==> config.mk <==
export PLATFORM = sky130hd
export DESIGN_NAME = chained_buffer_hash_core
export DESIGN_NICKNAME = d
export VERILOG_FILES = /design/src/rtl/core/cbh_pkg.sv /design/src/rtl/core/chained_buffer_hash_core.sv
export SDC_FILE = /design/constraint.sdc
export NUM_CORES = 2
export LEC_CHECK = 0
export BUFFER_PORTS_ARGS = -buffer_cell sky130_fd_sc_hd__buf_2
export CAP_MARGIN = 10
export CORE_ASPECT_RATIO = 1.4
export CORE_MARGIN = 5
export CORE_UTILIZATION = 40
export CTS_BUF_LIST = sky130_fd_sc_hd__clkbuf_16
export DETAILED_ROUTE_END_ITERATION = 6
export MAX_ROUTING_LAYER = met4
export PLACE_DENSITY = 0.67
export REMOVE_ABC_BUFFERS = 1
export SKIP_CTS_REPAIR_TIMING = 1
export SLEW_MARGIN = 25
export SYNTH_ARGS = -nofsm -noshare
export SYNTH_HDL_FRONTEND = slang
export SYNTH_SLANG_ARGS = --single-unit
export TNS_END_PERCENT = 5
==> constraint.sdc <==
create_clock -name clock -period 8.3 [get_ports clock]
set_clock_uncertainty 0.1 [all_clocks]
set_input_delay 1.66 -clock clock [delete_from_list [all_inputs] [get_ports clock]]
set_output_delay 1.66 -clock clock [all_outputs]
set_load 0.01 [all_outputs]
==> src/rtl/core/cbh_pkg.sv <==
// Package for the chained buffer hash core.
// Holds the mixing constants and shift amounts; no dependencies.
`default_nettype none

package cbh_pkg;

   localparam int unsigned WORD_W = 32;
   localparam int unsigned DWORD_W = 64;
   localparam int unsigned BYTE_W = 8;

   localparam logic [DWORD_W-1:0] MIX_MUL_A = 64'hbf58_476d_1ce4_e5b9;
   localparam logic [DWORD_W-1:0] MIX_MUL_B = 64'h94d0_49bb_1331_11eb;

   localparam int unsigned MIX_SHIFT_A = 30;
   localparam int unsigned MIX_SHIFT_B = 27;
   localparam int unsigned MIX_SHIFT_C = 31;

   typedef logic [WORD_W-1:0] word_type;
   typedef logic [DWORD_W-1:0] dword_type;

endpackage

`default_nettype wire

==> src/rtl/core/chained_buffer_hash_core.sv <==
// Chained buffer hash core: 64-bit finalizer mix chained over a byte stream.
// Uses cbh_pkg for constants and types.
//
//  channel  direction  handshake            payload
//  req      in         req_valid/req_stall  first, seed, msg_length, has_byte,
//                                           data_byte, last
//  rsp      out        rsp_valid/rsp_stall  hash_value
//
// One 32x32 multiplier is shared: each 64-bit product is built from three
// partial products in ST_MUL, then folded in ST_FOLD; a mix runs two such
// multiply-and-fold passes. An item is taken in ST_IDLE, then runs one mix
// for first and one for a byte, then ST_EMIT when last is set; ST_EMIT waits
// while an earlier result still waits in the output register under rsp_stall.
// Synchronous reset clears control state and the running hash to zero.
// req_stall is high whenever the sequencer is busy; a result waits in the
// output register while the next item is taken.
`default_nettype none

module chained_buffer_hash_core
   import cbh_pkg::*;
(
   input  wire logic                clock,
   input  wire logic                reset,
   input  wire logic                req_valid,
   output logic                     req_stall,
   input  wire logic                req_first,
   input  wire logic [WORD_W-1:0]   req_seed,
   input  wire logic [WORD_W-1:0]   req_msg_length,
   input  wire logic                req_has_byte,
   input  wire logic [BYTE_W-1:0]   req_data_byte,
   input  wire logic                req_last,
   output logic                     rsp_valid,
   input  wire logic                rsp_stall,
   output logic [WORD_W-1:0]        rsp_hash_value
);

   typedef enum logic [1:0] {
      ST_IDLE,
      ST_MUL,
      ST_FOLD,
      ST_EMIT
   } state_type;

   localparam logic [1:0] STEP_LAST = 2'd3;

   state_type  state_ff, state_in;
   logic [1:0] step_ff, step_in;
   logic       phase_ff, phase_in;
   logic       pend_ff, pend_in;
   logic       last_ff, last_in;
   word_type   word_ff, word_in;
   dword_type  x_ff, x_in;
   dword_type  acc_ff, acc_in;
   dword_type  prod_ff, prod_in;
   word_type   running_ff, running_in;
   logic       rsp_valid_ff, rsp_valid_in;
   word_type   rsp_hash_ff, rsp_hash_in;

   word_type   req_word;
   dword_type  seed_pack;
   dword_type  run_pack;
   dword_type  mul_const;
   word_type   mul_a;
   word_type   mul_b;
   dword_type  mul_out;
   dword_type  fold_b;
   dword_type  fold_c;
   dword_type  byte_pack;

   assign req_word  = {{(WORD_W-BYTE_W){req_data_byte[BYTE_W-1]}}, req_data_byte};
   assign seed_pack = {req_seed, req_msg_length};
   assign run_pack  = {running_ff, req_word};
   assign mul_const = phase_ff ? MIX_MUL_B : MIX_MUL_A;
   assign fold_b    = acc_ff ^ (acc_ff >> MIX_SHIFT_B);
   assign fold_c    = acc_ff ^ (acc_ff >> MIX_SHIFT_C);
   assign byte_pack = {fold_c[WORD_W-1:0], word_ff};

   // partial product select: lo*lo, lo*hi, hi*lo
   always_comb begin
      case (step_ff)
         2'd0: begin
            mul_a = x_ff[WORD_W-1:0];
            mul_b = mul_const[WORD_W-1:0];
         end
         2'd1: begin
            mul_a = x_ff[WORD_W-1:0];
            mul_b = mul_const[DWORD_W-1:WORD_W];
         end
         default: begin
            mul_a = x_ff[DWORD_W-1:WORD_W];
            mul_b = mul_const[WORD_W-1:0];
         end
      endcase
   end

   assign mul_out = mul_a * mul_b;

   always_comb begin
      state_in     = state_ff;
      step_in      = step_ff;
      phase_in     = phase_ff;
      pend_in      = pend_ff;
      last_in      = last_ff;
      word_in      = word_ff;
      x_in         = x_ff;
      acc_in       = acc_ff;
      prod_in      = prod_ff;
      running_in   = running_ff;
      rsp_valid_in = rsp_valid_ff;
      rsp_hash_in  = rsp_hash_ff;

      if (rsp_valid_ff && !rsp_stall) begin
         rsp_valid_in = 1'b0;
      end

      unique case (state_ff)
         ST_IDLE: begin
            if (req_valid) begin
               word_in  = req_word;
               last_in  = req_last;
               step_in  = 2'd0;
               phase_in = 1'b0;
               if (req_first) begin
                  x_in     = seed_pack ^ (seed_pack >> MIX_SHIFT_A);
                  pend_in  = req_has_byte;
                  state_in = ST_MUL;
               end else if (req_has_byte) begin
                  x_in     = run_pack ^ (run_pack >> MIX_SHIFT_A);
                  pend_in  = 1'b0;
                  state_in = ST_MUL;
               end else if (req_last) begin
                  state_in = ST_EMIT;
               end
            end
         end
         ST_MUL: begin
            prod_in = mul_out;
            step_in = step_ff + 2'd1;
            case (step_ff)
               2'd0: ;
               2'd1: acc_in = prod_ff;
               default: acc_in[DWORD_W-1:WORD_W] =
                  acc_ff[DWORD_W-1:WORD_W] + prod_ff[WORD_W-1:0];
            endcase
            if (step_ff == STEP_LAST) begin
               state_in = ST_FOLD;
            end
         end
         ST_FOLD: begin
            step_in = 2'd0;
            if (!phase_ff) begin
               x_in     = fold_b;
               phase_in = 1'b1;
               state_in = ST_MUL;
            end else begin
               running_in = fold_c[WORD_W-1:0];
               phase_in   = 1'b0;
               if (pend_ff) begin
                  x_in     = byte_pack ^ (byte_pack >> MIX_SHIFT_A);
                  pend_in  = 1'b0;
                  state_in = ST_MUL;
               end else if (last_ff) begin
                  state_in = ST_EMIT;
               end else begin
                  state_in = ST_IDLE;
               end
            end
         end
         ST_EMIT: begin
            if (!rsp_valid_ff || !rsp_stall) begin
               rsp_valid_in = 1'b1;
               rsp_hash_in  = running_ff;
               state_in     = ST_IDLE;
            end
         end
         default: state_in = ST_IDLE;
      endcase
   end

   always_ff @(posedge clock) begin
      if (reset) begin
         state_ff     <= ST_IDLE;
         step_ff      <= 2'd0;
         phase_ff     <= 1'b0;
         pend_ff      <= 1'b0;
         last_ff      <= 1'b0;
         running_ff   <= '0;
         rsp_valid_ff <= 1'b0;
      end else begin
         state_ff     <= state_in;
         step_ff      <= step_in;
         phase_ff     <= phase_in;
         pend_ff      <= pend_in;
         last_ff      <= last_in;
         running_ff   <= running_in;
         rsp_valid_ff <= rsp_valid_in;
      end
      word_ff     <= word_in;
      x_ff        <= x_in;
      acc_ff      <= acc_in;
      prod_ff     <= prod_in;
      rsp_hash_ff <= rsp_hash_in;
   end

   assign req_stall      = (state_ff != ST_IDLE);
   assign rsp_valid      = rsp_valid_ff;
   assign rsp_hash_value = rsp_hash_ff;

endmodule

`default_nettype wire
# Yosys cells after proc, flatten, opt, wreduce, memory -nomap -nowiden
# Index checks and enable logic that the tools add are counted.
# word_totals
register_bits	272
elab_cells	87
inputBits	79
# op_classes
n_mul	1
addsub	2
n_mux	33
n_bitwise	6
n_reduce_logical	20
eq_ne	12
# ops
op	n
64-bit 2-to-1 mux	5
64-bit by 34-bit bitwise XOR with 64-bit output	3
64-bit case mux with 2 select lines	1
32-bit by 32-bit multiplier with 64-bit output	1
32-bit 2-to-1 mux	2
32-bit case mux with 2 select lines	1
64-bit by 37-bit bitwise XOR with 64-bit output	1
62-bit 2-to-1 mux	1
32-bit adder	1
32-bit bitwise XOR	1
2-bit 2-to-1 mux	10
2-bit AND reduction	7
4-bit AND reduction	3
1-bit 2-to-1 mux	9
2-bit != test (second input constant)	4
2-bit case mux with 4 select lines	1
2-bit equality test (second input constant)	3
3-bit != test (second input constant)	2
2-bit case mux with 3 select lines	1
2-bit by 1-bit equality test with 1-bit output (second input constant)	2
2-bit logical NOT	2
4-bit != test (second input constant)	1
1-bit case mux with 2 select lines	2
2-bit nonzero test	2
other kinds (7)	8

# Depth between registers and ports, before layout
# logic_depth
word_depth	5
ltp_mapped	36
ltp_nobuf	33

# Least setup slack after synthesis
# No wires, ideal clock.
# synth_timing
path_kind	register to register
startpoint	reg step_ff[0]
endpoint	reg prod_ff[59] (data pin)
slack_ps	-571
t_arrival_ps	8503
path_stages_with_launch	34
path_buffers	4
required_time_ps	7932
path_cell_list	dfxtp_1 inv_1 ha_1 nor2_1 buf_2 buf_2 mux2i_1 clkbuf_1 nor2_1 ha_1 a21o_1 fa_1 fa_1 inv_1 fa_1 inv_1 fa_1 inv_1 fa_1 inv_1 fa_1 fa_1 ha_1 clkbuf_2 o21ai_0 nand2b_1 a41o_1 a221oi_2 a21oi_2 a2bb2oi_2 a21o_4 a31oi_4 o21ai_1 xor2_1
# synth_between
elab_chain_cells	4
word_cells_on_any_way	6
# synth_rtl
element	line	text
start, declared	chained_buffer_hash_core.sv:47	logic [1:0] step_ff, step_in;
start signal, assigned	chained_buffer_hash_core.sv:191	step_ff <= step_in;
2-bit by 1-bit equality test with 1-bit output / 2-bit logical NOT (equally long branches)	chained_buffer_hash_core.sv:80	case (step_ff)
2-bit OR reduction (no source line)	-	
32-bit 2-to-1 mux	chained_buffer_hash_core.sv:80	
32-bit by 32-bit multiplier with 64-bit output *	chained_buffer_hash_core.sv:96	assign mul_out = mul_a * mul_b;
named net mul_out[59]	chained_buffer_hash_core.sv:65	dword_type mul_out;
end signal, assigned	chained_buffer_hash_core.sv:201	prod_ff <= prod_in;
end, declared	chained_buffer_hash_core.sv:54	dword_type prod_ff, prod_in;
# Mark *: on every way through the listed nets, which the timed path passes. The rest lies on a longest branch.
# A chain may end at the register's enable or synchronous reset.

# Final worst setup path
# layout_timing
startpoint	reg step_ff[0]
endpoint	reg prod_ff[56] (data pin)
# Same word-level chain as after synthesis.

==> impl_results.md <==
- Status: complete, but fails checks
- Failing checks: negative setup slack
- Top_reg_cell synth: edfxtp_1
- Count of port buffers added during placement: 112
- YS warnings: 0
- Final WL: 165600 um
- RSZ-0062 raised after global routing: true
- Crit path capture type: register
- Vias in the first global route: 36414
- Worst-Margin Slew: slightly below 1 ns
- GR Util All Layers: 29.44%
- CP max FO: 5
- Top cell type by total area after synthesis: fa_1
- Layout cells sized above 1: 21.95%
- Footprint of the multi-input gates: 32090 um^2
- CP arrival: 8.82 ns
- Core Region: 108100 um^2
- Die X: 288.2 um
- Initial drt markers: 2486
- Starting density of the core: between 40 and 50%
- Post-DP HPWL: approximately 140000 um
- Final hold vios: 0
- Slew Limit Fails: 0
- Count leader, synth: inv_1
- CTS tree: done
- CTS buffer count: 26
- Pin count of the biggest net entering global routing: slightly below 100
- CTS root buffer: clkbuf_16
- First-pass GRT wire length: 238900 um
- Slowest CP cell: fa_2
- Sequential cell area fraction in the yosys report: 17.92%
- Clock slew at reported path FFs: approximately 0.070 ns
- Kind of critical path: register to register
- Relative slew slack: ~34%
- Most frequent cells after synthesis: inv_1 (954), fa_1 (782), ha_1 (407), nor2_1 (338), nand2_1 (276)
- DR WL/cell: 25.37 um
- Die height: approximately 400 um
- Clock latency on the worst-skew pair: 0.57 ns
- FP Rows: about 140
- Grt total ovfl: 0
- Final worst slack: -0.3170 ns
- Post-synth EDFFs: 232
- H-tree depth: 1
- Post-place setup slack: -0.7119 ns
- # setup viols final: 19
- Filler Cells Inserted: between 10000 and 15000
- Final Cycle Share: 103.8%
- CP bufs+invs: 11
- Vias per cell: 5.207
- Clk sinks: 272
- Max Buffers Root-to-Sink: 3
- Kind of cell adding the most delay to the critical path: adder cells
- Final ANT Viol Nets: 0
- Via Count: 33990
- Ports: around 110
- Synthesized instance count: approximately 4400
- Synth Cell Area: 43350 um^2
- Final nets: 6324
- Synth top area share: 36.11%
- Worst Hold Class: register to register
- Post-synth ARST share: 0%
- Initial antenna violation count: 1
- Syn_area_per_cell: a little under 10 um^2
- Synth top area cells: fa_1 (36%), edfxtp_1 (16%), ha_1 (12%), inv_1 (8.3%), xnor2_1 (3.0%)
- 1st-pass router iterations: 6
- Die area: 115100 um^2
- Fmax: 116.1 MHz
- Synth-to-Final Area Change: 21.53%
- Final Wtd Congestion: between 1 and 1.5
- Sequential cell area: approximately 8000 um^2
- Max_cap viols: 0
- Min Clock Period, post-route: 8.617 ns
- CP most frequent cell: fa_1
- Crit start category: register
- Synthesized flop and latch total: 272
- Crit-path max cell delay: between 0.6 and 0.7 ns
- Netlist cell types: 82
- Residual DRC count: 0
- WP data required: 8.50 ns
## flip-flops by register name (all words and copies together) (netlist names), 2 cells and up
signal          count
acc_ff             64
prod_ff            64
rsp_hash_value     32
running_ff         32
state_ff            2
step_ff             2
word_ff             8
x_ff               64
## metrics by stage
step / utilization (%) / cell area (um^2) / TNS (ns) / hold WS, ns / instances
2_1_floorplan: - / 42680 / -306.79 / 0.3307 / 4187
3_3_place_gp: 46.89 / 50670 / -13.70 / 0.3618 / 6458
3_5_place_dp: 46.89 / 50670 / -14.91 / 0.3653 / 6458
4_1_cts: 47.80 / 51660 / -17.01 / 0.3876 / 6506
5_1_grt: 48.75 / 52680 / -9.243 / 0.3851 / 6527
6_report: 48.75 / 52680 / -3.103 / 0.3824 / 6528
## kinds of logic (layout without fill, tap and decap cells)
family                     count (synthesis)  after routing  synth area share (%)
AOI/OAI and AO/OA                        645            645                 9.736
xor gates and xnor gates                 286            286                 5.779
adders and majority gates               1189           1189                 47.86
buffers and inverters                   1132           1848                 9.848
DFF                                      272            272                 17.92
muxes                                     42             42                 1.033
other                                      0              2                     0
and+or+nand+nor                          794            794                 7.822
## layout make-up
| type | instances | area share, % |
|---|---|---|
| well taps | 1450 | 3.444 |
| multi-input cells | 2956 | 60.91 |
| clock inverters | 21 | 0.5914 |
| inverters | 959 | 6.888 |
| repair buffers | 841 | 12.12 |
| diodes | 2 | 0.009500 |
| flip-flops and latches | 272 | 14.76 |
| clock buffers | 27 | 1.283 |
## placed cells by master, fill, tap and decap left out, types with 13 or more instances in the layout
cell,synthesis,layout
nor2b_1,34,32
buf_2,8,111
xnor2_1,147,147
o21ai_1,8,13
inv_2,2,24
nor2_1,338,299
a211oi_1,70,70
and3_1,28,27
edfxtp_1,232,232
nand3_1,20,20
o21ai_0,132,125
a21oi_1,175,163
nor2_4,0,13
dfxtp_1,40,37
fa_1,782,752
a21o_1,99,99
nand2_1,276,264
nor3_1,30,23
mux2i_1,20,16
nor2_2,0,26
a31oi_1,18,15
fa_2,0,30
buf_12,0,20
ha_1,407,390
xor2_1,139,137
ha_4,0,15
nand4_1,15,15
clkbuf_16,0,28
o211ai_1,44,44
nand2_2,2,13
buf_4,0,697
and2_1,21,20
inv_1,954,930
## routing by layer
metal | global-route usage (%) | wire, um
met5 | - | 0
met3 | 2.456 | 7393
met2 | 50.37 | 82900
met4 | 20.89 | 16380
met1 | 32.40 | 58950
## path summary, 6_finish.rpt
check                                        startpoint               endpoint  slack (ns)  cells past startpoint
worst min-delay path              prod_ff[22]$_DFFE_PP_   acc_ff[22]$_DFFE_PP_        0.38                      0
worst max register to register  step_ff[0]$_SDFFE_PP0P_  prod_ff[56]$_DFFE_PP_       -0.32                     33
worst min register to register    prod_ff[22]$_DFFE_PP_   acc_ff[22]$_DFFE_PP_        0.38                      0
worst max-delay path            step_ff[0]$_SDFFE_PP0P_  prod_ff[56]$_DFFE_PP_       -0.32                     33
Power is not shown: default switching activity piles up to over one toggle a cycle in this logic, so the estimate is an artifact.
